`config.mk`:
```
export PLATFORM = sky130hd
export DESIGN_NAME = graph_connectivity_check
export DESIGN_NICKNAME = d
export VERILOG_FILES = /design/src/rtl/gcc_pkg.sv /design/src/rtl/gcc_lane.sv /design/src/rtl/graph_connectivity_check.sv
export SDC_FILE = /design/constraint.sdc
export NUM_CORES = 1
export LEC_CHECK = 0
export BUFFER_PORTS_ARGS = -buffer_cell sky130_fd_sc_hd__buf_4
export CORE_UTILIZATION = 57
export CTS_CLUSTER_DIAMETER = 200
export DETAILED_ROUTE_END_ITERATION = 16
export PLACE_DENSITY = 0.84
export RECOVER_POWER = 50
export SLEW_MARGIN = 20
export SYNTH_ARGS = -nofsm -noshare
export SYNTH_HDL_FRONTEND = slang
export SYNTH_SLANG_ARGS = --single-unit
```
`constraint.sdc`:
```
create_clock -name clk -period 5.9 [get_ports clk]
set_clock_uncertainty 0.15 [all_clocks]
set_input_delay 0.885 -clock clk [delete_from_list [all_inputs] [get_ports clk]]
set_output_delay 0.885 -clock clk [all_outputs]
set_load 0.03 [all_outputs]
```
`src/rtl/gcc_pkg.sv`:
```
package gcc_pkg;

  localparam int MAX_VERTICES = 32;
  localparam int ROW_W        = 32;
  localparam int INDEX_W      = 5;
  localparam int CFG_W        = 6;
  localparam int CNT_W        = 6;
  localparam int LANE_COUNT   = 8;
  localparam logic [CFG_W-1:0] COUNT_RESET = 6'd32;

  typedef struct packed {
    logic [INDEX_W-1:0] row_index;
    logic [ROW_W-1:0]   row_bits;
    logic               last_row;
  } in_t;

  typedef struct packed {
    logic             connected;
    logic [CNT_W-1:0] reached_count;
  } out_t;

  // what every lane sees during a spread step
  typedef struct packed {
    logic [ROW_W-1:0] reach;
    logic [ROW_W-1:0] mask;
  } spread_t;

  function automatic logic [3:0] popcount8(input logic [7:0] b);
    logic [3:0] c;
    c = '0;
    for (int i = 0; i < 8; i++) begin
      c = c + 4'(b[i]);
    end
    return c;
  endfunction

endpackage

```
`src/rtl/gcc_lane.sv`:
```
// One lane: ORs the masked rows of its group whose vertex is already reached.
module gcc_lane #(
  parameter int FIRST = 0,
  parameter int SIZE  = 4
) (
  input  logic                                 clk,
  input  gcc_pkg::spread_t                     spread,
  input  logic [SIZE-1:0][gcc_pkg::ROW_W-1:0] rows,
  input  logic [SIZE-1:0]                      row_valid,
  output logic [gcc_pkg::ROW_W-1:0]            partial
);

  logic [SIZE-1:0][gcc_pkg::ROW_W-1:0] term;
  logic [gcc_pkg::ROW_W-1:0]           acc;

  genvar k;
  generate
    for (k = 0; k < SIZE; k++) begin : g_term
      if (FIRST + k < gcc_pkg::ROW_W) begin : g_hit
        assign term[k] = (row_valid[k] && spread.reach[FIRST + k]) ?
                         (rows[k] & spread.mask) : '0;
      end else begin : g_none
        // vertices past the row width are never reached
        assign term[k] = '0;
      end
    end
  endgenerate

  always_comb begin
    acc = '0;
    for (int i = 0; i < SIZE; i++) begin
      acc = acc | term[i];
    end
  end

  always_ff @(posedge clk) begin
    partial <= acc;
  end

endmodule

```
`src/rtl/graph_connectivity_check.sv`:
```
// Directed reachability check over an adjacency matrix.
// Input channel (in_valid/in_ready/in_data): one adjacency row per request,
// bit j of row_bits meaning an edge row_index -> j. Rows load at one per
// cycle while in LOAD. The last_row request is stored and starts the check.
// Config channel (cfg_valid/cfg_ready/cfg_data): vertex_count, always ready;
// write it only while the block is idle. Counts of 0 act as 1, counts above
// MAX_VERTICES act as MAX_VERTICES.
// The check runs reach-set iterations, each one lane step (SPREAD) plus one
// merge step (MERGE), stopping on the first iteration that adds nothing: at
// most n iterations for n vertices. FINISH then writes the verdict into the
// output register.
// Output channel (out_valid/out_ready/out_data): connected flag and reached
// count. The output register lets loading of the next graph proceed while a
// verdict waits; if a new verdict is ready before the old one is taken, the
// block holds in its final step until out_ready frees the register.
// Reset (rst, synchronous) clears the row valid bits, sets vertex_count to 32
// and drops out_valid. The row valid bits are also cleared after each verdict.
module graph_connectivity_check #(
  parameter int MAX_VERTICES = gcc_pkg::MAX_VERTICES
) (
  input  logic                      clk,
  input  logic                      rst,
  input  logic                      in_valid,
  output logic                      in_ready,
  input  gcc_pkg::in_t              in_data,
  output logic                      out_valid,
  input  logic                      out_ready,
  output gcc_pkg::out_t             out_data,
  input  logic                      cfg_valid,
  output logic                      cfg_ready,
  input  logic [gcc_pkg::CFG_W-1:0] cfg_data
);

  localparam int NW     = $clog2(MAX_VERTICES + 1);
  localparam int LANES  = gcc_pkg::LANE_COUNT;
  localparam int GROUP  = (MAX_VERTICES + LANES - 1) / LANES;
  localparam int SLOTS  = LANES * GROUP;
  localparam int AW     = $clog2(SLOTS);
  localparam int CW     = (NW > gcc_pkg::CFG_W) ? NW : gcc_pkg::CFG_W;
  localparam int ROW_W  = gcc_pkg::ROW_W;

  typedef enum logic [1:0] {LOAD, SPREAD, MERGE, FINISH} state_t;

  state_t                         state;
  logic [gcc_pkg::CFG_W-1:0]      vertex_count;
  logic [NW-1:0]                  n_eff;
  logic [NW-1:0]                  n_next;
  logic [CW-1:0]                  vc_ext;
  logic [ROW_W-1:0]               reach;
  logic [ROW_W-1:0]               mask;
  logic [ROW_W-1:0]               merged;
  logic [SLOTS-1:0][ROW_W-1:0]    adj;
  logic [SLOTS-1:0]               row_valid;
  logic [LANES-1:0][ROW_W-1:0]    lane_or;
  gcc_pkg::spread_t               spread;
  gcc_pkg::out_t                  verdict;
  logic                           in_ok;
  logic                           in_range;
  logic [AW-1:0]                  idx_w;

  assign in_ready  = (state == LOAD);
  assign cfg_ready = 1'b1;
  assign in_ok     = in_valid && in_ready;
  assign in_range  = int'(in_data.row_index) < MAX_VERTICES;
  assign idx_w     = AW'(in_data.row_index);

  // clamp the count to 1..MAX_VERTICES
  always_comb begin
    vc_ext = CW'(vertex_count);
    if (vc_ext == '0) begin
      n_next = NW'(1);
    end else if (vc_ext > CW'(MAX_VERTICES)) begin
      n_next = NW'(MAX_VERTICES);
    end else begin
      n_next = NW'(vc_ext);
    end
  end

  always_comb begin
    for (int j = 0; j < ROW_W; j++) begin
      mask[j] = int'(n_eff) > j;
    end
  end

  assign spread.reach = reach;
  assign spread.mask  = mask;

  genvar l;
  generate
    for (l = 0; l < LANES; l++) begin : g_lane
      gcc_lane #(
        .FIRST(l * GROUP),
        .SIZE (GROUP)
      ) u_lane (
        .clk      (clk),
        .spread   (spread),
        .rows     (adj[l * GROUP +: GROUP]),
        .row_valid(row_valid[l * GROUP +: GROUP]),
        .partial  (lane_or[l])
      );
    end
  endgenerate

  always_comb begin
    merged = reach;
    for (int i = 0; i < LANES; i++) begin
      merged = merged | lane_or[i];
    end
  end

  always_comb begin
    verdict.connected     = (int'(n_eff) <= ROW_W) && (reach == mask);
    verdict.reached_count = gcc_pkg::CNT_W'(gcc_pkg::popcount8(reach[7:0]))
                          + gcc_pkg::CNT_W'(gcc_pkg::popcount8(reach[15:8]))
                          + gcc_pkg::CNT_W'(gcc_pkg::popcount8(reach[23:16]))
                          + gcc_pkg::CNT_W'(gcc_pkg::popcount8(reach[31:24]));
  end

  // row data carries no reset; row_valid gates it
  always_ff @(posedge clk) begin
    if (in_ok && in_range) begin
      adj[idx_w] <= in_data.row_bits;
    end
  end

  always_ff @(posedge clk) begin
    if (rst) begin
      state        <= LOAD;
      vertex_count <= gcc_pkg::COUNT_RESET;
      row_valid    <= '0;
      out_valid    <= 1'b0;
      n_eff        <= NW'(1);
      reach        <= ROW_W'(1);
    end else begin
      if (cfg_valid && cfg_ready) begin
        vertex_count <= cfg_data;
      end
      // FINISH reloads the register itself when it is freed
      if (out_valid && out_ready && state != FINISH) begin
        out_valid <= 1'b0;
      end
      unique case (state)
        LOAD: begin
          if (in_ok) begin
            if (in_range) begin
              row_valid[idx_w] <= 1'b1;
            end
            if (in_data.last_row) begin
              n_eff <= n_next;
              reach <= ROW_W'(1);
              state <= SPREAD;
            end
          end
        end
        SPREAD: begin
          state <= MERGE;
        end
        MERGE: begin
          reach <= merged;
          state <= (merged == reach) ? FINISH : SPREAD;
        end
        FINISH: begin
          if (!out_valid || out_ready) begin
            out_data  <= verdict;
            out_valid <= 1'b1;
            row_valid <= '0;
            state     <= LOAD;
          end
        end
        default: begin
          state <= LOAD;
        end
      endcase
    end
  end

endmodule
```
## Word-level counts from Yosys, hierarchy flattened

Index checks and enable logic that the tools add are counted.

- Register bits: 1366
- Latch bits: 0
- RAM bits: 0
- Bits in read-only memories: 0
- Input port bits: 49
- Output and inout port bits: 10
- Word-level logic and storage cells: 291
- Memories: 0

- Add/subtract/negate cells: 31
- $mul: 0
- Div/mod/pow operators: 0
- Order comparisons: 36
- Equality and inequality tests: 9
- Shifts and indexed selects: 0
- Muxes and demuxes: 53
- Bitwise operators: 66
- Reduce and logical (&&, ||, !) cells: 48

Operators by type and width:

| kind | count |
|---|---|
| $mux 32 | 37 |
| $or 32x32->32 | 33 |
| $and 32x32->32 | 32 |
| $bwmux 1024 | 1 |
| $demux 32 s5 | 1 |
| $pmux 32 s2 | 2 |
| $gt 6x5->1 const B | 16 |
| $add 4x1->4 | 16 |
| $eq 32x32->1 | 2 |
| $gt 6x4->1 const B | 8 |
| $logic_and 1x1->1 | 37 |
| $gt 6x3->1 const B | 4 |
| $add 3x1->4 | 4 |
| $reduce_and 3->1 | 5 |
| $add 2x1->3 | 4 |
| $gt 6x1->1 const B | 2 |
| $gt 6x2->1 const B | 2 |
| $mux 6 | 2 |
| $add 1x1->2 | 4 |
| $mux 2 | 4 |
| $pmux 2 s4 | 1 |
| $add 5x4->6 | 1 |
| $add 6x4->6 | 1 |
| $gt 6x6->1 const B | 1 |
| 16 further kinds | 23 |

## Depth between registers and ports, before layout

- Depth after elaboration: 11
- Depth in mapped cells: 16
- Gate-level depth less buffers: 16

## Modules after synthesis

From an unflattened synthesis, not the netlist that was laid out.

- Cell total of the unflattened synthesis: 3701
- Area, all modules: 52823.2 sq um

By module, submodules not included:

| module | instances | cells each | area an instance (sq um) | seq. area each (sq um) |
|---|---|---|---|---|
| graph_connectivity_check | 1 | 1717 | 36247.3 | 32541.2 |
| gcc_lane | 8 | 248 | 2072.0 | 640.6 |

## Worst setup path after synthesis

Ideal clock, no wire load.

- Kind: register to register
- From: register reach[25]
- To: register out_data[4] (netlist name) (data pin)
- Setup time: 258 ps
- Arrival: 4463 ps
- Data required time: 5492 ps
- Setup slack: 1029 ps
- Stages on the path, launching flop included: 16
- Buffers on the path: 0
- Clock period less this slack: 4871 ps
- Cell sequence: dfxtp_1 inv_1 fa_1 fa_1 inv_1 fa_1 inv_1 fa_1 fa_1 fa_1 inv_1 ha_1 fa_1 a21o_1 a21oi_1 xnor2_1

RTL lines:

| item | line | source |
|---|---|---|
| start, declared | graph_connectivity_check.sv:49 | `logic [ROW_W-1:0] reach;` |
| start signal, assigned | graph_connectivity_check.sv:159 | `reach <= merged;` |
| end signal, assigned | graph_connectivity_check.sv:164 | `out_data <= verdict;` |
| end, declared | graph_connectivity_check.sv:28 | `output gcc_pkg::out_t out_data,` |

==> run_results.csv <==
group,metric,value,unit
die,die_w,290,um
synth,syn_area,0.0473,mm2
place,portBuffers,57,
sta,rsz0062_at_grt,"false",
die,io_pins,59,
job,drv_cap,30,
worst_setup_path,crit_required,6.18,ns
worst_setup_path,slowest_delay,0.55,ns
layout,layout_common_cells,"edfxtp_1 (1031), a22oi_1 (545), dfxtp_1 (335)",
clock_tree,insertion_delay,0.72,ns
clock_tree,cts_resized,0,
sta,worst_pin_slew,3.47,ns
worst_setup_path,cp.arrival,5.44,ns
synth,ys_ff_latch,1366,
routing,drt_iter0_drc,4827,
sta,setup_slack,0.744,ns
sta,clock.fmax,194,MHz
clock_tree,holdBufCountCts,0,
clock_tree,cts_made_buffers,121,
sta,finalSetupViolCount,0,
run_status,status,"finished, violations left",
synth,synth_edf_count,1031,
synth,ys.flop_type,"edfxtp_1",
die,die_area,0.0841,mm2
die,start_util,57.6,%
routing,drtPass1Iterations,6,
routing,num_vias,29300,
sta,hold_viol_final,0,
synth,syn-num-nets,2964,
power_and_ir_drop,leakagePower,16.4,nW
worst_setup_path,worstPathMaxFanout,4,
routing,ant_nets,0,
synth,synthTopCellsByArea,"edfxtp_1 (66%), dfxtp_1 (14%), a22oi_1 (8.7%), a21oi_1 (3.4%), clkbuf_1 (1.2%)",
grt,grt_pass1_wl,203000,um
synth,ys_seq_area_share,79.7,%
sta,drv_slew,1001,
grt,gr-total-overflow,0,
grt,grt_pass1_vias,29100,
sta,setup_tns,0,ns
worst_setup_path,startpoint_type,"flip-flop",
run_status,violations,"max-capacitance violations, max-slew violations",
place,preCtsSetupSlack,0.743,ns
worst_setup_path,critPathSlowestCell,"fa_1",
sta,fin_crit_sh,87.4,%
clock_tree,h-tree-depth,3,
power_and_ir_drop,ir_drop,0.000278,V
synth,netlist-cell-type-count,55,
grt,antenna_found_initial,7,
sta,final.min_clock_period,5.16,ns
layout,final_common_cell,"edfxtp_1",
clock_tree,cts_root_buf,"clkbuf_16",
synth,synth_top_cell_area_share,65.5,%
routing,via_per_inst,7.08,
place,hpwl,82300,um
clock_tree,postCtsSetupRepairBufs,0,
worst_setup_path,cp_common_cell,"fa_1",
clock_tree,cts.clk_slew.worst_paths,0.07,ns
grt,grt_use_total,34.0,%
synth,synth_area_per_cell,16.4,um2
layout,drive_above_1_share,11.9,%
worst_setup_path,critPathCaptureType,"flip-flop",
worst_hold_path,worstHoldPathType,"primary input to flip-flop",
routing,drc,0,
routing,wl_per_cell,35.0,um
synth,yosys_warnings,0,
worst_setup_path,cp_cell_sequence,"inv_1 -> fa_1 -> fa_1 -> inv_1 -> fa_1 -> inv_1 -> fa_1 -> fa_1 -> fa_1 -> inv_1 -> ha_1 -> fa_1 -> a21o_1 -> a21oi_1 -> xnor2_1",
layout,nets,3040,
die,core_area,0.0821,mm2
power_and_ir_drop,p_per_area,355,mW/mm2
sta,relSlewSlack,-131,%
clock_tree,cts_tree,"done",
place,gp_congestion,0.982,
die,num_rows,105,
grt,grt_max_degree,46,
synth,async_reset_ff_share,0,%
die,die_h,290,um
synth,yosysTopAreaCell,"edfxtp_1",
synth,synthCells,2884,
routing,routed_wl,145000,um
clock_tree,clk_path_buf_depth,3,
clock_tree,cts_sinks,1366,
layout,area_growth,12.7,%
worst_setup_path,path_class,"flip-flop to flip-flop",
Yosys cell counts (2+ instances only):
cell type	instances
a2111oi_0	6
a21boi_0	8
a21o_1	5
a21oi_1	319
a21oi_2	11
a21oi_4	3
a22oi_1	545
a31oi_2	3
a31oi_4	2
a41oi_4	2
and2_1	35
buf_2	5
buf_6	7
clkbuf_1	157
dfxtp_1	335
edfxtp_1	1031
fa_1	24
ha_1	7
inv_1	40
mux2i_1	6
nand2_1	48
nand2b_1	2
nand3_1	5
nand3b_1	3
nand4_1	4
nor2_1	122
nor2_2	2
nor2b_1	3
nor3_1	5
nor3b_1	8
nor4_1	68
nor4_2	3
or2_1	2
or2_2	5
or3_1	5
xnor2_1	25
xor2_1	5
registers in the layout, indices dropped and copies added (netlist names):
| name | flops |
|---|---|
| g_lane.u_lane.partial | 256 |
| reach | 32 |
| state | 2 |
| n_eff | 6 |
| out_data | 7 |
| adj | 1024 |
| out_valid | 1 |
| row_valid | 32 |
| vc_ext | 6 |
metrics by stage:
stage               std cells  utilization, %  instance area, um2  total power, W  hold slack (ns)
floorplan                2884               -               47300          0.0108            0.279
global placement         3897            59.8               49100          0.0110            0.291
detailed placement       3907            60.1               49300          0.0111            0.298
CTS                      4138            65.0               53400          0.0189            0.234
global route             4138            64.8               53200          0.0193            0.255
finish                   4141            64.9               53300          0.0189            0.246
critical path, delay by kind of cell, from the launching register on:
| kind | cells | cell delay (ns) |
|---|---|---|
| adder cells (fa/ha/maj) | 8 | 3.68 |
| XOR/XNOR | 1 | 0.08 |
| AO/OA/AOI/OAI | 2 | 0.36 |
| buffers and inverters | 4 | 0.26 |
| flip-flops | 1 | 0.35 |
kinds of logic after synthesis:
logic type	count (synthesis)	share of synthesized area [%]
DFF	1366	79.7
AOI/OAI and AO/OA	914	13.1
and+or+nand+nor	325	3.48
buffers and inverters	211	1.81
adders and majority gates	31	1.20
xor gates and xnor gates	30	0.556
muxes	6	0.127
other	1	0.00793
final cells by class:
cell class / count / area (um2)
clock buffers: 177 / 3450
clock inverters: 54 / 627
flip-flops and latches: 1366 / 37700
fillers: 5123 / 28900
repair buffers: 124 / 946
diodes: 3 / 7.51
well taps: 1070 / 1340
inverters: 40 / 150
multi-input cells: 1307 / 9070
report_power, final:
group          total, W  switching [W]  internal [W]  leakage (nW)
combinational  0.000463       0.000391     0.0000717          2.47
clock           0.00802        0.00354       0.00448          1.98
sequential       0.0104      0.0000325        0.0104          12.0
routing by layer:
metal	vias up	global-route usage [%]	wire length [um]
li1	11500	-	-
met1	14400	42.7	47900
met2	2795	51.7	65400
met3	649	10.9	21800
met4	8	20.9	9870
met5	-	0	62
final timing paths:
kind           startpoint           end  slack, ns  depth (start not counted)
min reg2reg  row_valid[4]  row_valid[4]       0.31                          2
max             reach[23]   out_data[4]       0.74                         15
max reg2reg     reach[23]   out_data[4]       0.74                         15
min           cfg_data[5]     vc_ext[5]       0.25                          3
(Power assumes the default switching activity.)
